===== config.mk =====
export PLATFORM = sky130hd
export DESIGN_NAME = cam_scan_unit
export DESIGN_NICKNAME = d
export VERILOG_FILES = /design/src/cam_pkg.sv /design/src/cam_scan_unit.sv
export SDC_FILE = /design/constraint.sdc
export NUM_CORES = 1
export LEC_CHECK = 0
export BUFFER_PORTS_ARGS = -buffer_cell sky130_fd_sc_hd__buf_2
export CORE_MARGIN = 10
export CORE_UTILIZATION = 51
export DETAILED_ROUTE_END_ITERATION = 16
export PLACE_DENSITY = 0.79
export SLEW_MARGIN = 10
export SYNTH_ARGS = -nofsm -noshare
export SYNTH_HDL_FRONTEND = slang
export SYNTH_SLANG_ARGS = --single-unit
export TNS_END_PERCENT = 30

===== constraint.sdc =====
create_clock -name vclk -period 6.28
set_clock_uncertainty 0.05 [all_clocks]
set_input_delay 0.942 -clock vclk [all_inputs]
set_output_delay 0.942 -clock vclk [all_outputs]
set_load 0.05 [all_outputs]

===== src/cam_pkg.sv =====
// Package for the cluster allocation map: opcodes, sequencer states and the
// scan accumulator and result types. No dependencies.
package cam_pkg;

    // Opcodes of an input item
    localparam logic [3:0] OP_FREE  = 4'd0;
    localparam logic [3:0] OP_USED  = 4'd1;
    localparam logic [3:0] OP_BAD   = 4'd2;
    localparam logic [3:0] OP_GOOD  = 4'd3;
    localparam logic [3:0] OP_FIRST = 4'd4;
    localparam logic [3:0] OP_RUN   = 4'd5;
    localparam logic [3:0] OP_STATS = 4'd6;
    localparam logic [3:0] OP_WRITE = 4'd7;
    localparam logic [3:0] OP_READ  = 4'd8;

    // Two-bit cluster codes
    localparam logic [1:0] CODE_FREE     = 2'd0;
    localparam logic [1:0] CODE_USED     = 2'd1;
    localparam logic [1:0] CODE_BAD_FREE = 2'd2;
    localparam logic [1:0] CODE_BAD_USED = 2'd3;

    localparam int POS_W   = 12;
    localparam int COUNT_W = 13;
    localparam int BASE_W  = POS_W - 2;

    typedef enum logic [2:0] {
        S_CLEAR,
        S_IDLE,
        S_FETCH,
        S_MODIFY,
        S_WRITE,
        S_SCAN,
        S_DONE
    } t_state;

    // Scan accumulator; the count fields wrap at their output widths
    typedef struct packed {
        logic               found;
        logic               run_done;
        logic [POS_W-1:0]   pos;
        logic [COUNT_W-1:0] len;
        logic [COUNT_W-1:0] cnt_free;
        logic [COUNT_W-1:0] cnt_used;
        logic [COUNT_W-1:0] cnt_bad_free;
        logic [COUNT_W-1:0] cnt_bad_used;
    } t_scan;

    typedef struct packed {
        logic               found;
        logic [POS_W-1:0]   position;
        logic [COUNT_W-1:0] run_length;
        logic [COUNT_W-1:0] free_count;
        logic [COUNT_W-1:0] used_count;
        logic [COUNT_W-1:0] bad_count;
        logic [COUNT_W-1:0] bad_free_count;
        logic [COUNT_W-1:0] bad_used_count;
        logic [7:0]         read_data;
    } t_result;

endpackage


===== src/cam_scan_unit.sv =====
// Shared scan unit: folds one map byte (four clusters) into the search and
// count accumulator. Depends on cam_pkg.
module cam_scan_unit
    import cam_pkg::*;
(
    input  logic [7:0]        i_byte,
    input  logic [BASE_W-1:0] i_base,
    input  t_scan             i_acc,
    output t_scan             o_acc
);
    always_comb begin
        t_scan      acc;
        logic [1:0] code;
        acc = i_acc;
        for (int k = 0; k < 4; k++) begin
            code = i_byte[2*k +: 2];
            // Track the first free run; stop at its first non-free cluster
            if (code == CODE_FREE) begin
                if (!acc.run_done) begin
                    if (!acc.found) begin
                        acc.found = 1'b1;
                        acc.pos   = {i_base, 2'(k)};
                    end
                    acc.len = acc.len + COUNT_W'(1);
                end
            end else if (acc.found) begin
                acc.run_done = 1'b1;
            end
            // Count each code
            case (code)
                CODE_FREE:     acc.cnt_free     = acc.cnt_free + COUNT_W'(1);
                CODE_USED:     acc.cnt_used     = acc.cnt_used + COUNT_W'(1);
                CODE_BAD_FREE: acc.cnt_bad_free = acc.cnt_bad_free + COUNT_W'(1);
                default:       acc.cnt_bad_used = acc.cnt_bad_used + COUNT_W'(1);
            endcase
        end
        o_acc = acc;
    end
endmodule


; ---- Word level (Yosys, flattened, before mapping)
; Cells that the tools add are included.
; W data, S select, Z words.
[word_totals]
regBits = 0
inputBits = 97
[classes]
addsub = 20
eq_ne = 8
mux = 44
n_reduce_logical = 8
[op_table]
columns = op, count
row1 = $add A13 B1 Y13 const B, 20
row2 = $mux W13, 16
row3 = $mux W25, 8
row4 = $mux W12, 4
row5 = $mux W1, 16
row6 = $reduce_or A3 Y1, 4
row7 = $eq A2 B1 Y1 const B, 4
row8 = $eq A2 B2 Y1 const B, 4
row9 = $logic_not A2 Y1, 4

; ---- Depth between registers and ports, before layout
; Gate-level depths: netlist of the first run.
[depth]
ltp_word = 12
ltp_mapped = 19
depth_no_buf = 15

; ---- Least setup slack after synthesis of the first run
; No wires, ideal clock.
[synth_path]
path_kind = in2out
from = input i_byte[1]
to = output o_acc[51] (netlist bit)
arrival_ns = 5.788
required_time_ns = 5.288
path_slack_ns = -0.500
stages = 19
cell_sequence = buf_6 buf_6 buf_2 or2_2 buf_2 mux2_2 ha_1 mux2_2 ha_1 or3b_2 or4_1 a221oi_1 a211oi_1 nor4_2 nor3b_1 o211ai_1 a211oi_1 o21ai_1 xnor2_1
[synth_lines]
columns = item, line_no
row1 = start: declaration, cam_scan_unit.sv:6  ; input logic [7:0] i_byte,
row2 = end: declaration, cam_scan_unit.sv:9  ; output t_scan o_acc

==> impl_metrics.env, run 1 <==
export IMPL_io_buffers=176
export IMPL_fp_row_count=41
export IMPL_min_period_ps=6150
export IMPL_ios=176
export IMPL_crit_family="simple AND/OR/NAND/NOR gates"
export IMPL_clockBufferCount=0
export IMPL_gr_usage_all_layers=0.203
export IMPL_min_path_type="in -> out"
export IMPL_cp_common_cell="ha_1"
export IMPL_syn_area_um2=6650
export IMPL_p_clk_frac=0
export IMPL_drive_gt1_frac=0.249
export IMPL_seq_cells=0
export IMPL_vias=7766
export IMPL_avgSynthCellArea_um2=6.93
export IMPL_path_buf_inv=3
export IMPL_ir_drop_uv=52.9
export IMPL_ff_latch_area_um2=0
export IMPL_netlist_instances=959
export IMPL_maxCapViolCount=0
export IMPL_met3_usage=0.0400
export IMPL_multi_input_area_um2=6480
export IMPL_core_area_um2=12700
export IMPL_via_per_inst=5.99
export IMPL_die_w_um=134
export IMPL_cp_cell_sequence="buf_2, ha_1, mux2_2, ha_1, mux2_2, ha_1, or3b_2, or4_1, a221oi_2, a211oi_2, nor4_2, buf_4, xnor2_1, nand4b_1, a211oi_2, a21oi_1, xor2_2, buf_4"
export IMPL_synth_cell_types=91
export IMPL_layout_common_cells="173 x buf_2, 117 x xnor2_1, 92 x nand2_1"
export IMPL_leakage_nw=2.89
export IMPL_initial_utilization=0.524
export IMPL_path_class="in -> out"
export IMPL_path_max_fanout=7
export IMPL_busiest_layer="met2"
export IMPL_ys_seq_area_frac=0
export IMPL_use_met2=0.361
export IMPL_grtUsageMet1=0.258
export IMPL_cp_slowest_cell="or3b_2"
export IMPL_layout_setup_ws_ps=132
export IMPL_grt_max_degree=30
export IMPL_fillers=1229
export IMPL_ant_nets=0
export IMPL_yosysWarnings=0
export IMPL_dp_hpwl_mm=16.8
export IMPL_totalWireLength_mm=20.0
export IMPL_p_per_area_nw_per_um2=87.3
export IMPL_final_common_cell="buf_2"
export IMPL_syn_num_nets=1076
export IMPL_timing_hold_ws_ps=2280
export IMPL_crit_arrival_ps=5160
export IMPL_dr_pass1_iters=5
export IMPL_first_iter_violations=584
export IMPL_overflow=0
export IMPL_gp_congestion=0.931
export IMPL_power_switching_mw=0.465
export IMPL_setup_viol=0
export IMPL_crit_required_ps=5290
export IMPL_final_nets=1243
export IMPL_slowest_delay_ps=490
export IMPL_p_comb_frac=1.000
export IMPL_die_h_um=134
export IMPL_postCtsSetupRepairBufs=0
export IMPL_outcome="completed"
export IMPL_wl_per_cell_um=15.4
export IMPL_antenna_found_initial=0
export IMPL_drc=0
export IMPL_seq_power_share=0
export IMPL_slew_viol_final=0
export IMPL_p_sw_frac=0.677
export IMPL_worst_pin_slew_ps=795
export IMPL_dp_slack_ps=-11.9
export IMPL_die_area_um2=18000
export IMPL_grt_pass1_wl_mm=33.1
export IMPL_crit_path_start_kind="input port"
export IMPL_rsz0062_at_grt="yes"
export IMPL_antenna_cells=0
export IMPL_hold_viol=0
export IMPL_fmax_mhz=163
export IMPL_finalCritPeriodShare=0.979
export IMPL_area_growth_pct=18.2
export IMPL_tns_ps=0
export IMPL_grt_pass1_vias=7257
export IMPL_finalPower_mw=0.686
export IMPL_power_internal_mw=0.221
export IMPL_slew_headroom=0.466
export IMPL_end_kind="primary output"
==> logic make-up (layout without fill, tap and decap cells) <==
group	count (synthesis)	after routing	synth area share
AO/OA/AOI/OAI	209	209	0.224
XOR/XNOR	197	197	0.264
adder cells (fa/ha/maj)	20	20	0.0377
buffers and inverters	61	226	0.0407
multiplexers	31	31	0.0518
AND/OR/NAND/NOR	441	441	0.382
==> cell usage after synthesis (all sizes together) (5+ instances only) <==
library cell / n / area [µm²]
o22ai: 15 / 93.8
or3: 15 / 93.8
inv: 28 / 105
a211oi: 11 / 87.6
nor4b: 6 / 71.3
ha: 20 / 250
or2: 11 / 68.8
o21ai: 31 / 155
nand2b: 16 / 100
buf: 15 / 97.6
mux2: 27 / 304
nand3: 45 / 235
and2: 16 / 103
o31ai: 6 / 45.0
xnor2: 120 / 1050
o2111ai: 5 / 43.8
nand4: 19 / 119
nand2: 93 / 352
o211ai: 18 / 135
or4: 17 / 135
a21o: 8 / 60.1
nor2b: 14 / 87.6
and4b: 5 / 50.1
nand4b: 9 / 78.8
nor3b: 8 / 76.3
a31oi: 14 / 87.6
nor2: 62 / 233
a21oi: 33 / 165
xor2: 75 / 657
nand3b: 8 / 60.1
nor3: 43 / 235
a2111oi: 5 / 51.3
o21a: 5 / 37.5
and3: 13 / 81.3
a41oi: 5 / 43.8
clkbuf: 18 / 67.6
nor4: 21 / 150
==> power groups by stage <==
stage | clock (mW) | sequential [mW] | combinational, mW
6_report | 0 | 0 | 0.686
5_1_grt | 0 | 0 | 0.745
4_1_cts | 0 | 0 | 0.683
3_5_place_dp | 0 | 0 | 0.680
3_3_place_gp | 0 | 0 | 0.672
2_1_floorplan | 0 | 0 | 0.513
==> per-layer routing <==
| metal | share of wire | routed length (µm) | vias to the layer above |
|---|---|---|---|
| met2 | 0.48 | 9500 | 265 |
| met3 | 0.078 | 1570 | 17 |
| li1 | - | - | 3935 |
| met5 | 0 | 0 | - |
| met4 | 0.0063 | 126 | 0 |
| met1 | 0.44 | 8770 | 3549 |
==> worst min-delay path: cells and delay by family <==
kind	cells	cell delay [ps]
buffers and inverters	2	320
muxes	1	120
==> layout make-up <==
class | instances | share of cell area
Inverter | 28 | 0.0134
Multi-Input combinational cell | 898 | 0.825
Tap cell | 172 | 0.0274
Timing Repair Buffer | 198 | 0.135
==> worst paths after layout <==
kind	from	endpoint	slack, ps	depth (start not counted)
max	i_acc[40]	o_acc[50]	130	18
min	i_acc[76]	o_acc[76]	2280	3
==> through the flow <==
stage	cell area [µm²]	std cells	util
floorplan	6690	959	-
global placement	7790	1296	0.615
detailed placement	7790	1296	0.615
CTS	7790	1296	0.615
global route	7850	1296	0.620
finish	7850	1296	0.620
==> repair_timing <==
action | in CTS | in global routing
hold buffers | 0 | 0
gates resized for setup | 1 | 16
endpoints found under the setup margin | 1 | 8
pin swaps | 0 | 5
Power figures use the tool's default switching activity.
==> run 2, diff against run 1 <==
Settings changed: ABC_AREA set to 1, CORE_UTILIZATION 51 to 52, GPL_TIMING_DRIVEN set to 0.
==> run 2 against run 1 <==
Against the previous run: global-route usage shrank 2.4 points; setup slack gained 750 ps; combinational power shrank 11%; first-iteration DRC count shrank 47%; die area grew 3.9%; core utilization shrank 0.43 points; non-clock buffer count shrank 20; sequential share of layout area is the same; total power shrank 11%; clock-buffer cell count is the same; critical path depth grew 8; largest cell class unchanged; highest routed layer is now met5.
==> impl_metrics.env, run 2 <==
export IMPL_outcome="completed"
export IMPL_via_per_inst=4.81
export IMPL_dp_hpwl_mm=16.7
export IMPL_layout_common_cells="540 x nand2_1, 239 x inv_1, 176 x buf_2"
export IMPL_first_iter_violations=310
export IMPL_final_nets=1732
export IMPL_hold_buffers=0
export IMPL_vias=8609
export IMPL_drc=0
export IMPL_netlist_instances=1438
export IMPL_min_period_ps=5400
export IMPL_hold_viol=0
export IMPL_ys_seq_area_frac=0
export IMPL_setup_viol=0
export IMPL_synth_top_cells_by_count="540 x nand2_1, 239 x inv_1, 145 x nor2_1"
export IMPL_crit_path_start_kind="input port"
export IMPL_antenna_cells=0
export IMPL_ios=176
export IMPL_cp_slowest_cell="ha_1"
export IMPL_hold_start="i_acc[66]"
export IMPL_dr_pass1_iters=5
export IMPL_min_path_cells=4
export IMPL_fmax_mhz=185
export IMPL_gr_usage_all_layers=0.180
export IMPL_multi_input_area_um2=6070
export IMPL_io_buffers=175
export IMPL_ys_top_cells_by_area="nand2_1 29%, inv_1 13%, nand3_1 9.3%"
export IMPL_slew_viol_final=0
export IMPL_slowest_delay_ps=280
export IMPL_worst_pin_slew_ps=762
export IMPL_area_growth_pct=15.5
export IMPL_initial_utilization=0.533
export IMPL_min_to="o_acc[66]"
export IMPL_grt_max_degree=11
export IMPL_postCtsSetupRepairBufs=0
export IMPL_ir_drop_uv=85.8
export IMPL_antenna_found_initial=1
export IMPL_path_max_fanout=5
export IMPL_p_per_area_nw_per_um2=74.9
export IMPL_placed_area_um2=8180
export IMPL_fillers=1369
export IMPL_finalCritPeriodShare=0.860
export IMPL_yosysMostFrequentCell="nand2_1"
export IMPL_yosysWarnings=0
export IMPL_ant_nets=0
export IMPL_finalPower_mw=0.613
export IMPL_synth_top_area_frac=0.286
export IMPL_synth_cell_types=40
export IMPL_syn_num_nets=1555
export IMPL_ff_latch_area_um2=0
export IMPL_final_area_um2=8180
export IMPL_avgSynthCellArea_um2=4.93
export IMPL_end_kind="primary output"
export IMPL_synth_top_cell_by_area="nand2_1"
export IMPL_cp_common_cell="nand2_1"
export IMPL_min_path_type="in -> out"
export IMPL_seq_cells=0
export IMPL_leakage_nw=4.81
export IMPL_crit_required_ps=5290
export IMPL_overflow=0
export IMPL_wl_per_cell_um=10.1
export IMPL_die_area_um2=18700
export IMPL_fp_row_count=42
export IMPL_path_class="in -> out"
export IMPL_final_common_cell="nand2_1"
export IMPL_crit_arrival_ps=4410
export IMPL_grt_pass1_vias=7444
export IMPL_drive_gt1_frac=0.206
export IMPL_slew_headroom=0.490
export IMPL_tns_ps=0
export IMPL_die_w_um=137
export IMPL_totalWireLength_mm=18.1
export IMPL_syn_area_um2=7090
export IMPL_core_area_um2=13300
export IMPL_rsz0062_at_grt="no"
export IMPL_gp_congestion=0.902
export IMPL_grt_pass1_wl_mm=29.9
export IMPL_cts_resized=0
export IMPL_clockBufferCount=0
export IMPL_maxCapViolCount=0
export IMPL_die_h_um=137
[run 2: power breakdown]
group	leakage, nW	internal [mW]	switching [mW]
Combinational	4.81	0.170	0.443
Sequential	0	0	0
Clock	0	0	0
[run 2: logic make-up after synthesis]
family | share of synthesized area
buffers and inverters | 0.144
and+or+nand+nor | 0.643
xor gates and xnor gates | 0.113
muxes | 0.0159
AOI/OAI and AO/OA | 0.0487
adders and majority gates | 0.0353
[run 2: how the worst max path moves through the flow]
| stage | slack [ps] | cells past startpoint | from | endpoint |
|---|---|---|---|---|
| floorplan | 1100 | 22 | i_acc[13] | o_acc[23] |
| global placement | 940 | 26 | i_byte[1] | o_acc[25] |
| detailed placement | 860 | 26 | i_byte[1] | o_acc[25] |
| CTS | 840 | 26 | i_byte[1] | o_acc[25] |
| global route | 340 | 26 | i_byte[1] | o_acc[25] |
| finish | 880 | 26 | i_byte[1] | o_acc[25] |
[run 2: final cells by class]
| type | count | share of cell area |
|---|---|---|
| multi-input combinational | 1170 | 0.741 |
| buffer | 3 | 0.00290 |
| inverter | 265 | 0.122 |
| tap | 176 | 0.0269 |
| timing repair buffer | 175 | 0.107 |
[run 2: critical path: cells and delay by family]
family | cells | cell delay (ps)
adder cells (fa/ha/maj) | 3 | 760
AO/OA/AOI/OAI | 2 | 410
buffers and inverters | 6 | 730
AND/OR/NAND/NOR | 15 | 1560
[run 2: per-stage QoR]
step / hold slack [ps] / setup WS [ps] / instances / util
finish: 2270 / 881 / 1789 / 0.616
global route: 2300 / 341 / 1789 / 0.616
CTS: 2270 / 843 / 1789 / 0.616
detailed placement: 2270 / 856 / 1789 / 0.616
global placement: 2270 / 944 / 1789 / 0.616
floorplan: 2130 / 1100 / 1438 / -
[run 2: layer usage]
layer | vias up | wire [µm] | global-route usage
li1 | 4800 | - | -
met1 | 3638 | 8350 | 0.213
met2 | 155 | 8630 | 0.340
met3 | 14 | 1030 | 0.0312
met4 | 2 | 126 | 0.0136
met5 | - | 7 | 0
